<file path="config.mk">
export PLATFORM = sky130hd
export DESIGN_NAME = uri_scheme_and_char_validator
export DESIGN_NICKNAME = d
export VERILOG_FILES = /design/src/uvc_pkg.sv /design/src/uvc_front.sv /design/src/uvc_fifo.sv /design/src/uvc_back.sv /design/src/uri_scheme_and_char_validator.sv
export SDC_FILE = /design/constraint.sdc
export NUM_CORES = 1
export LEC_CHECK = 0
export ABC_CLOCK_PERIOD_IN_PS = 4410
export BUFFER_PORTS_ARGS = -buffer_cell sky130_fd_sc_hd__buf_4
export CAP_MARGIN = 0
export CORE_MARGIN = 4
export CORE_UTILIZATION = 60
export DETAILED_ROUTE_END_ITERATION = 10
export GPL_ROUTABILITY_DRIVEN = 1
export PLACE_DENSITY_LB_ADDON = 0.08
export SLEW_MARGIN = 15
export SYNTH_ARGS = -nofsm -noshare
export SYNTH_HDL_FRONTEND = slang
export SYNTH_SLANG_ARGS = --single-unit
</file>
<file path="constraint.sdc">
create_clock -name clk_i -period 4.41 [get_ports clk_i]
set_clock_uncertainty 0.05 [all_clocks]
set_input_delay 0.882 -clock clk_i [delete_from_list [all_inputs] [get_ports clk_i]]
set_output_delay 0.882 -clock clk_i [all_outputs]
set_load 0.02 [all_outputs]
</file>
<file path="src/uvc_pkg.sv">
// Shared types, constants and character tables for the URI validator.
package uvc_pkg;

  localparam int unsigned CountWidthDef = 17;
  localparam int unsigned FifoDepthDef  = 2;
  localparam logic [15:0] MaxUriReset   = 16'd2048;
  localparam logic [2:0]  PrefixSat     = 3'd6;

  typedef enum logic [2:0] {
    FAULT_OK        = 3'd0,
    FAULT_SCHEME    = 3'd1,
    FAULT_NO_DEST   = 3'd2,
    FAULT_TOO_LONG  = 3'd3,
    FAULT_NEEDS_PCT = 3'd4
  } fault_e;

  typedef enum logic [1:0] {
    PCT_IDLE  = 2'd0,
    PCT_HEX1  = 2'd1,
    PCT_HEX2  = 2'd2
  } pct_phase_e;

  // One classified byte, as it travels from the front to the back.
  typedef struct packed {
    logic       term;
    logic       pct;
    logic       hex;
    logic       legal;
    logic [7:0] low;
  } byte_class_t;

  function automatic logic is_hex(logic [7:0] b);
    return (b >= 8'h30 && b <= 8'h39) || (b >= 8'h61 && b <= 8'h66) ||
           (b >= 8'h41 && b <= 8'h46);
  endfunction

  function automatic logic is_unreserved(logic [7:0] b);
    return (b >= 8'h41 && b <= 8'h5a) || (b >= 8'h61 && b <= 8'h7a) ||
           (b >= 8'h30 && b <= 8'h39) || b == 8'h2d || b == 8'h2e ||
           b == 8'h5f || b == 8'h7e;
  endfunction

  function automatic logic is_reserved(logic [7:0] b);
    logic r;
    unique case (b)
      8'h3a, 8'h2f, 8'h3f, 8'h23, 8'h5b, 8'h5d, 8'h40, 8'h21, 8'h24,
      8'h26, 8'h27, 8'h28, 8'h29, 8'h2a, 8'h2b, 8'h2c, 8'h3b, 8'h3d: r = 1'b1;
      default: r = 1'b0;
    endcase
    return r;
  endfunction

  // Scheme index: 0 http:, 1 https:, 2 ftp:
  function automatic logic [2:0] scheme_len(logic [1:0] k);
    logic [2:0] n;
    unique case (k)
      2'd0:    n = 3'd5;
      2'd1:    n = 3'd6;
      2'd2:    n = 3'd4;
      default: n = 3'd0;
    endcase
    return n;
  endfunction

  function automatic logic [7:0] scheme_char(logic [1:0] k, logic [2:0] pos);
    logic [7:0] c;
    c = 8'h00;
    unique case (k)
      2'd0, 2'd1: begin
        unique case (pos)
          3'd0:       c = 8'h68;                          // h
          3'd1, 3'd2: c = 8'h74;                          // t
          3'd3:       c = 8'h70;                          // p
          3'd4:       c = (k == 2'd0) ? 8'h3a : 8'h73;    // : or s
          3'd5:       c = 8'h3a;
          default:    c = 8'h00;
        endcase
      end
      2'd2: begin
        unique case (pos)
          3'd0:    c = 8'h66;                             // f
          3'd1:    c = 8'h74;
          3'd2:    c = 8'h70;
          3'd3:    c = 8'h3a;
          default: c = 8'h00;
        endcase
      end
      default: c = 8'h00;
    endcase
    return c;
  endfunction

endpackage

</file>
<file path="src/uvc_front.sv">
// Front end: takes request bytes and classifies each one for the queue.
module uvc_front import uvc_pkg::*; (
  input  logic        in_valid_i,
  output logic        in_ready_o,
  input  logic [7:0]  uri_byte_i,
  input  logic        queue_full_i,
  output logic        push_o,
  output byte_class_t cls_o
);

  logic [7:0] b;

  assign b          = uri_byte_i;
  assign in_ready_o = ~queue_full_i;
  assign push_o     = in_valid_i & ~queue_full_i;

  always_comb begin
    cls_o.term  = (b == 8'h00);
    cls_o.pct   = (b == 8'h25);
    cls_o.hex   = is_hex(b);
    cls_o.legal = ~b[7] & (is_unreserved(b) | is_reserved(b));
    // fold upper case so the scheme compare sees one form
    cls_o.low   = (b >= 8'h41 && b <= 8'h5a) ? (b + 8'h20) : b;
  end

endmodule

</file>
<file path="src/uvc_fifo.sv">
// Short queue of classified bytes between the front and the back.
module uvc_fifo import uvc_pkg::*; #(
  parameter int unsigned Depth = FifoDepthDef
) (
  input  logic        clk_i,
  input  logic        rst_ni,
  input  logic        push_i,
  input  byte_class_t push_data_i,
  output logic        full_o,
  output logic        valid_o,
  output byte_class_t data_o,
  input  logic        pop_i
);

  localparam int unsigned PtrW = (Depth > 1) ? $clog2(Depth) : 1;
  localparam int unsigned CntW = $clog2(Depth + 1);

  byte_class_t            mem_q [Depth];
  logic [PtrW-1:0]        wr_ptr_q, wr_ptr_d, rd_ptr_q, rd_ptr_d;
  logic [CntW-1:0]        cnt_q, cnt_d;
  logic                   do_push, do_pop;

  assign full_o  = (cnt_q == CntW'(Depth));
  assign valid_o = (cnt_q != '0);
  assign data_o  = mem_q[rd_ptr_q];
  assign do_push = push_i & ~full_o;
  assign do_pop  = pop_i & valid_o;

  always_comb begin
    wr_ptr_d = wr_ptr_q;
    rd_ptr_d = rd_ptr_q;
    cnt_d    = cnt_q;
    if (do_push) begin
      wr_ptr_d = (wr_ptr_q == PtrW'(Depth - 1)) ? '0 : wr_ptr_q + 1'b1;
    end
    if (do_pop) begin
      rd_ptr_d = (rd_ptr_q == PtrW'(Depth - 1)) ? '0 : rd_ptr_q + 1'b1;
    end
    if (do_push && !do_pop) begin
      cnt_d = cnt_q + 1'b1;
    end else if (do_pop && !do_push) begin
      cnt_d = cnt_q - 1'b1;
    end
  end

  always_ff @(posedge clk_i or negedge rst_ni) begin
    if (!rst_ni) begin
      wr_ptr_q <= '0;
      rd_ptr_q <= '0;
      cnt_q    <= '0;
    end else begin
      wr_ptr_q <= wr_ptr_d;
      rd_ptr_q <= rd_ptr_d;
      cnt_q    <= cnt_d;
    end
  end

  always_ff @(posedge clk_i) begin
    if (do_push) begin
      mem_q[wr_ptr_q] <= push_data_i;
    end
  end

endmodule

</file>
<file path="src/uvc_back.sv">
// Back end: scheme match, escape tracking, byte count and verdict register.
module uvc_back import uvc_pkg::*; #(
  parameter int unsigned CountWidth = CountWidthDef
) (
  input  logic        clk_i,
  input  logic        rst_ni,
  input  logic [15:0] max_uri_bytes_i,
  input  logic        item_valid_i,
  input  byte_class_t item_i,
  output logic        pop_o,
  output logic        out_valid_o,
  input  logic        out_ready_i,
  output logic        uri_ok_o,
  output logic [2:0]  fault_code_o
);

  localparam int unsigned CmpW = (CountWidth > 16) ? CountWidth : 16;

  logic [CountWidth-1:0] count_q, count_d;
  logic [2:0]            cand_q, cand_d;
  logic [2:0]            plen_q, plen_d;
  pct_phase_e            phase_q, phase_d;
  logic                  bad_q, bad_d;
  logic                  out_valid_q, out_valid_d;
  logic                  uri_ok_q;
  fault_e                fault_q, fault_d;
  logic                  slot_free, take_byte, take_term;
  logic [CountWidth-1:0] slen;
  logic                  matched;

  assign slot_free = ~out_valid_q | out_ready_i;
  assign take_byte = item_valid_i & ~item_i.term;
  assign take_term = item_valid_i & item_i.term & slot_free;
  assign pop_o     = take_byte | take_term;

  // verdict from the state left by the preceding bytes
  always_comb begin
    matched = 1'b1;
    slen    = '0;
    if (cand_q[0] && count_q >= CountWidth'(5)) begin
      slen = CountWidth'(5);
    end else if (cand_q[1] && count_q >= CountWidth'(6)) begin
      slen = CountWidth'(6);
    end else if (cand_q[2] && count_q >= CountWidth'(4)) begin
      slen = CountWidth'(4);
    end else begin
      matched = 1'b0;
    end

    priority if (!matched) begin
      fault_d = FAULT_SCHEME;
    end else if (count_q == slen) begin
      fault_d = FAULT_NO_DEST;
    end else if (CmpW'(count_q) > CmpW'(max_uri_bytes_i)) begin
      fault_d = FAULT_TOO_LONG;
    end else if (bad_q || phase_q != PCT_IDLE) begin
      fault_d = FAULT_NEEDS_PCT;
    end else begin
      fault_d = FAULT_OK;
    end
  end

  always_comb begin
    count_d     = count_q;
    cand_d      = cand_q;
    plen_d      = plen_q;
    phase_d     = phase_q;
    bad_d       = bad_q;
    out_valid_d = out_valid_q & ~out_ready_i;

    if (take_byte) begin
      if (plen_q < PrefixSat) begin
        for (int k = 0; k < 3; k++) begin
          if (plen_q < scheme_len(2'(k)) && item_i.low != scheme_char(2'(k), plen_q)) begin
            cand_d[k] = 1'b0;
          end
        end
        plen_d = plen_q + 3'd1;
      end

      unique case (phase_q)
        PCT_HEX1: begin
          if (item_i.hex) begin
            phase_d = PCT_HEX2;
          end else begin
            bad_d   = 1'b1;
            phase_d = PCT_IDLE;
          end
        end
        PCT_HEX2: begin
          if (!item_i.hex) begin
            bad_d = 1'b1;
          end
          phase_d = PCT_IDLE;
        end
        default: begin
          if (item_i.pct) begin
            phase_d = PCT_HEX1;
          end else if (!item_i.legal) begin
            bad_d = 1'b1;
          end
        end
      endcase

      // saturate
      if (count_q != '1) begin
        count_d = count_q + 1'b1;
      end
    end else if (take_term) begin
      out_valid_d = 1'b1;
      count_d     = '0;
      cand_d      = 3'b111;
      plen_d      = '0;
      phase_d     = PCT_IDLE;
      bad_d       = 1'b0;
    end
  end

  always_ff @(posedge clk_i or negedge rst_ni) begin
    if (!rst_ni) begin
      count_q     <= '0;
      cand_q      <= 3'b111;
      plen_q      <= '0;
      phase_q     <= PCT_IDLE;
      bad_q       <= 1'b0;
      out_valid_q <= 1'b0;
    end else begin
      count_q     <= count_d;
      cand_q      <= cand_d;
      plen_q      <= plen_d;
      phase_q     <= phase_d;
      bad_q       <= bad_d;
      out_valid_q <= out_valid_d;
    end
  end

  always_ff @(posedge clk_i) begin
    if (take_term) begin
      fault_q  <= fault_d;
      uri_ok_q <= (fault_d == FAULT_OK);
    end
  end

  assign out_valid_o  = out_valid_q;
  assign uri_ok_o     = uri_ok_q;
  assign fault_code_o = fault_q;

endmodule

</file>
<file path="src/uri_scheme_and_char_validator.sv">
// Top level of the URI scheme and character validator.
// Takes one URI byte per request, a zero byte ending the string, and gives one
// verdict (uri_ok_o, fault_code_o) per string: 0 ok, 1 bad scheme (http:, https:,
// ftp:, any case), 2 nothing after the scheme, 3 longer than max_uri_bytes,
// 4 a byte that needs percent encoding or a broken escape. The block sustains one
// byte per cycle while the queue has room; the front classifies each byte and
// pushes it into a FIFO_DEPTH entry queue; the back updates the match state and
// registers the verdict when it pops the terminator. The user must write the length
// limit through cfg_we_i/cfg_wdata_i (reset 2048) only while no string is in
// flight; the block does not enforce it. No clearing pass is needed after reset.
module uri_scheme_and_char_validator import uvc_pkg::*; #(
  parameter int unsigned COUNT_WIDTH = CountWidthDef,
  parameter int unsigned FIFO_DEPTH  = FifoDepthDef
) (
  input  logic        clk_i,
  input  logic        rst_ni,
  input  logic        cfg_we_i,
  input  logic [15:0] cfg_wdata_i,
  input  logic        in_valid_i,
  output logic        in_ready_o,
  input  logic [7:0]  uri_byte_i,
  output logic        out_valid_o,
  input  logic        out_ready_i,
  output logic        uri_ok_o,
  output logic [2:0]  fault_code_o
);

  logic [15:0] max_uri_bytes_q;
  logic        push, queue_full, q_valid, pop;
  byte_class_t push_cls, q_cls;

  always_ff @(posedge clk_i or negedge rst_ni) begin
    if (!rst_ni) begin
      max_uri_bytes_q <= MaxUriReset;
    end else if (cfg_we_i) begin
      max_uri_bytes_q <= cfg_wdata_i;
    end
  end

  uvc_front u_front (
    .in_valid_i   (in_valid_i),
    .in_ready_o   (in_ready_o),
    .uri_byte_i   (uri_byte_i),
    .queue_full_i (queue_full),
    .push_o       (push),
    .cls_o        (push_cls)
  );

  uvc_fifo #(
    .Depth (FIFO_DEPTH)
  ) u_fifo (
    .clk_i       (clk_i),
    .rst_ni      (rst_ni),
    .push_i      (push),
    .push_data_i (push_cls),
    .full_o      (queue_full),
    .valid_o     (q_valid),
    .data_o      (q_cls),
    .pop_i       (pop)
  );

  uvc_back #(
    .CountWidth (COUNT_WIDTH)
  ) u_back (
    .clk_i           (clk_i),
    .rst_ni          (rst_ni),
    .max_uri_bytes_i (max_uri_bytes_q),
    .item_valid_i    (q_valid),
    .item_i          (q_cls),
    .pop_o           (pop),
    .out_valid_o     (out_valid_o),
    .out_ready_i     (out_ready_i),
    .uri_ok_o        (uri_ok_o),
    .fault_code_o    (fault_code_o)
  );

endmodule

</file>
Word-level counts from Yosys, hierarchy flattened --
Memories as Yosys holds them, arrays and structs flattened. Index checks and enable logic that the tools add are counted.
Storage, ports and cells: word-level logic and storage cells 199, input bits 29, memories 1, register bits after elaboration 51, bits in latches 0, memory bits (writable) 24, bits in read-only memories 0
Cells by class: equality and inequality tests 45, mux-type cells 58, shifts and indexed selects 0, bitwise operators 16, reduce and logical (&&, ||, !) cells 42, $lt $le $gt $ge 16, div/mod/pow operators 0, $mul 0, add/subtract/negate cells 7
Memory list:
- u_fifo.mem_q | words 2, width 12, rd ports 1, clocked after memory_dff 0, write ports 1, line uvc_fifo.sv:18 | byte_class_t mem_q [Depth];
Operators with widths (number):
- $eq 8x6->1 const B | 18
- $mux 17 | 5
- $mux 8 | 7
- $pmux 7 s4 | 2
- $ge 17x3->1 const B | 3
- $mux 3 | 17
- $eq 8x7->1 const B | 5
- $pmux 7 s5 | 1
- $le 8x7->1 const B | 4
- $ne 8x8->1 | 3
- $mux 1 | 19
- $reduce_or 18->1 | 1
- $add 17x1->17 const B | 1
- $eq 17x17->1 | 1
- $gt 17x16->1 | 1
- $ne 17x17->1 const B | 1
- $ge 8x7->1 const B | 2
- $logic_and 1x1->1 | 13
- $mux 2 | 6
- $ne 2x2->1 const B | 5
- $logic_or 1x1->1 | 9
- $lt 3x3->1 | 3
- $ne 3x3->1 const B | 3
- $reduce_and 3->1 | 3
- other kinds (25) | 51

Logic depth before layout (Yosys ltp) --
depth after elaboration 10, mapped depth 11

Hierarchy --
A second synthesis with hierarchy kept.
Second synthesis, totals: cell total of the unflattened synthesis 438, area, all modules 4633.2 um^2
Modules (own cells, without submodules):
- uvc_back | cells each 280, instances 1, area each 2432.3 um^2
- uvc_fifo | cells each 56, instances 1, area each 1069.8 um^2
- uri_scheme_and_char_validator | cells each 34, instances 1, area each 650.6 um^2
- uvc_front | cells each 68, instances 1, area each 480.5 um^2

Worst setup path before layout --
No wires, ideal clock.
kind flip-flop to flip-flop, start point register u_back.count_q[7], end point register u_back.count_q[9], data required time 4.280 ns, setup time 0.080 ns, cell stages (with the launch flop) 11, arrival time 2.417 ns, period minus slack after synthesis 2.547 ns, path buffers 0, path slack 1.863 ns, cell sequence dfrtp_1 -> nand2_1 -> nor2_1 -> and3_1 -> nand3_1 -> nor3_1 -> ha_1 -> or3_4 -> a2111o_1 -> or3_1 -> a21oi_1
Between the ends: word-level cells in the longest chain between the ends 3, elaborated cells between the ends (all ways) 6, those cells by class 1 x add/sub; 2 x eq/ne; 2 x mux; 1 x reduce/logical
Ends and longest elaborated chain:
- from (decl) | line uvc_back.sv:19 | logic [CountWidth-1:0] count_q, count_d;
- from (signal assigned) | line uvc_back.sv:128 | count_q <= count_d;
- $add 17x1->17 / $ne 17x17->1 (equally long branches) | line uvc_back.sv:107, uvc_back.sv:106
- $mux 17 / $ne 2x2->1 (equally long branches)
- $mux 17 / $reduce_and 2->1 (equally long branches)
Parallel ways exist; a longest one is shown, timed or not. The select of a mux whose other input is x is not followed. A chain may end at the register's enable or synchronous reset.

Worst setup path after layout --
start point register u_back.count_q[7], end point register u_back.count_q[15]
The elaborated chain is that of the path after synthesis.

==> impl_metrics.csv <==
group,metric,value,unit
run_status,status,"complete, no violations",
floorplan,core,6870,um^2
yosys,ys_ff_latch,75,
timing,period_share,0.635,
worst_setup_path,worstPathArrival,3.03,ns
worst_setup_path,path_class,"register to register",
global_routing,first_global_vias,3227,
routing,drc,0,
timing,final.min_clock_period,2.80,ns
placed_design,dp_worst_setup_slack,1.63,ns
clocking,cts-buffers-inserted,9,
run,maxCapViolations,0,
timing,rsz0062_at_grt,"false",
routing,viasPerCell,5.77,
floorplan,pin_count,35,
yosys,synth_common_cells,"43 x dfrtp_1, 43 x nand2_1, 42 x o21ai_0",
yosys,syn_nets,498,
worst_setup_path,r2r_cells,10,
floorplan,die_y,92.6,um
clocking,post_cts_resized,0,
cells_and_area,drive_gt1_frac,0.125,
clocking,postCtsSetupBuffers,0,
placed_design,placed_cell_area,4630,um^2
floorplan,die_w,92.6,um
worst_setup_path,r2r_end,"u_back.count_q[15]",
global_routing,antenna_found_initial,0,
placed_design,port_buffers,34,
worst_setup_path,r2r_setup_slack,1.61,ns
timing,drv_slew,0,
cells_and_area,multi_input_area,2100,um^2
yosys,syn_avg_cell_area,9.80,um^2
global_routing,grt_max_degree,48,
routing,final_antenna_net_count,0,
cells_and_area,num_antenna_cells,0,
floorplan,num_rows,30,
routing,routedWlPerCell,15.3,um
yosys,yosysUniqueCellTypes,54,
routing,routed_wl,8810,um
clocking,clk_pin_slew,0.08,ns
worst_setup_path,cp-endpoint,"u_back.count_q[15]",
cells_and_area,area_growth,13.6,%
worst_setup_path,cp-start-kind,"register",
timing,max_slew_margin,0.331,
timing,tightest_slew,1.00,ns
yosys,seq_area_frac_synth,0.471,
clocking,root_buffer,"clkbuf_8",
power_and_ir_drop,p_per_area,556,nW/um^2
yosys,ys.flop_type,"dfrtp_1",
timing,clock.fmax,0.357,GHz
timing,tns,0,ns
timing,setup_viol,0,
yosys,synth_top_cell_by_area,"dfrtp_1",
yosys,synth_area_leaders,"dfrtp_1 25%, edfxtp_1 20%, ha_1 9.0%",
worst_setup_path,cp_max_fo,7,
placed_design,gp_congestion,0.875,
power_and_ir_drop,power.leakage,2.13,nW
floorplan,die-area,8570,um^2
yosys,synthArstFlopShare,0.627,
worst_setup_path,worst_ep_required_time,4.64,ns
clocking,cts_hold_buf,0,
clocking,htree_levels,3,
global_routing,grt_pass1_wl,14900,um
worst_setup_path,endpoint_kind,"register",
worst_setup_path,cp-startpoint,"u_back.count_q[7]",
power_and_ir_drop,fin_total_pwr,2.71,mW
global_routing,track_usage,0.220,
worst_setup_path,timing.rr.start,"u_back.count_q[7]",
routing,drt_iter0_markers,159,
timing,hold_slack,0.435,ns
yosys,syn_inst,438,
global_routing,gr-total-overflow,0,
cells_and_area,fillers,542,
cells_and_area,fin_area,4880,um^2
cells_and_area,nNetsFinal,534,
yosys,synth-edff-count,28,
yosys,syn-cell-area,4290,um^2
hold_path,hp-class,"register to register",
power_and_ir_drop,peakVddDrop,0.339,mV
timing,finalHoldViolCount,0,
clocking,clock_path_buffers,2,
timing,fin_ws,1.61,ns
yosys,synth_top_area_frac,0.251,
placed_design,hpwl,6480,um
clocking,insertion_delay,0.35,ns
cells_and_area,ff_latch_area,2020,um^2
yosys,yosysWarnings,0,
clocking,cts.sink_count,75,
clocking,cts_tree,"built",
floorplan,start_util,0.625,
routing,vias,3320,
routing,dr.pass1.iters,4,
per-layer routing:
layer  track usage  vias to the layer above  part of all wire  wire length (um)
li1              -                     1650                 -                 -
met1         0.253                     1599              0.42              3680
met2         0.403                       57              0.54              4730
met3        0.0284                       14             0.024               215
met4         0.104                        0             0.021               183
met5             0                        -                 0                 0
worst max-delay path, cell delays in order (launching register included):
cell and delay, ns:
dfrtp_1 0.45, nand2_1 0.14, nor2_1 0.08, and3_1 0.21, nand3_1 0.13, nor3_1 0.06, ha_1 0.19, or3_4 0.40
a2111o_1 0.52, or3_1 0.36, a21oi_1 0.14
report_power, final:
group	leakage (nW)	internal, mW	switching [mW]	total, mW
clock	0.124	0.387	0.247	0.634
sequential	0.854	0.907	0.147	1.05
combinational	1.16	0.427	0.597	1.02
total	2.13	1.72	0.991	2.71
flip-flops by register name, summed over array words and instances (netlist names), 2 cells and up:
name and cells:
max_uri_bytes_q 16, u_back.phase_q 2, u_back.fault_code_o 3, u_fifo.mem_q 24, u_back.plen_q 3, u_back.cand_q 3
u_back.count_q 17, u_fifo.cnt_q 2
stage by stage:
| step | utilization | std cells |
|---|---|---|
| 6_report | 0.710 | 575 |
| 5_1_grt | 0.710 | 575 |
| 4_1_cts | 0.710 | 575 |
| 3_5_place_dp | 0.674 | 559 |
| 3_3_place_gp | 0.674 | 559 |
| 2_1_floorplan | - | 438 |
how the worst min path moves through the flow:
| stage | from | end | slack (ns) | cells after the start |
|---|---|---|---|---|
| 2_1_floorplan | u_back.bad_q | u_back.bad_q | 0.40 | 2 |
| 3_3_place_gp | u_back.bad_q | u_back.bad_q | 0.42 | 2 |
| 3_5_place_dp | u_back.bad_q | u_back.bad_q | 0.42 | 2 |
| 4_1_cts | u_back.bad_q | u_back.bad_q | 0.44 | 2 |
| 5_1_grt | u_back.bad_q | u_back.bad_q | 0.48 | 2 |
| 6_report | u_back.bad_q | u_back.bad_q | 0.43 | 2 |
cells by family (layout without fill, tap and decap cells):
family	after synthesis	count (layout)	share of synthesized area
buffers and inverters	44	85	0.0402
flip-flops	75	75	0.471
AO/OA/AOI/OAI	102	102	0.148
adder cells (fa/ha/maj)	31	31	0.0903
XOR/XNOR	28	28	0.0571
multiplexers	11	11	0.0277
AND/OR/NAND/NOR	147	147	0.166
layout by cell type, fill, tap and decap left out, types with 5 or more instances in the layout:
cell / instances
nand2_1: 43
dfrtp_1: 43
o21ai_0: 42
nor2_1: 38
buf_4: 35
inv_1: 32
ha_1: 31
edfxtp_1: 28
a21oi_1: 18
xnor2_1: 17
nor3_1: 12
nand3_1: 11
xor2_1: 11
clkbuf_8: 9
nor4_1: 8
mux2i_1: 7
or3_1: 6
nand4_1: 5
a21o_1: 5
o31ai_1: 5
area by class of cell:
type | instances | area share
clock buffers | 13 | 0.0372
clock inverters | 3 | 0.0133
inverters | 34 | 0.0262
multi-input cells | 319 | 0.430
flip-flops and latches | 75 | 0.414
well taps | 96 | 0.0246
repair buffers | 35 | 0.0539
No activity file was read; power rests on OpenSTA's default activity.
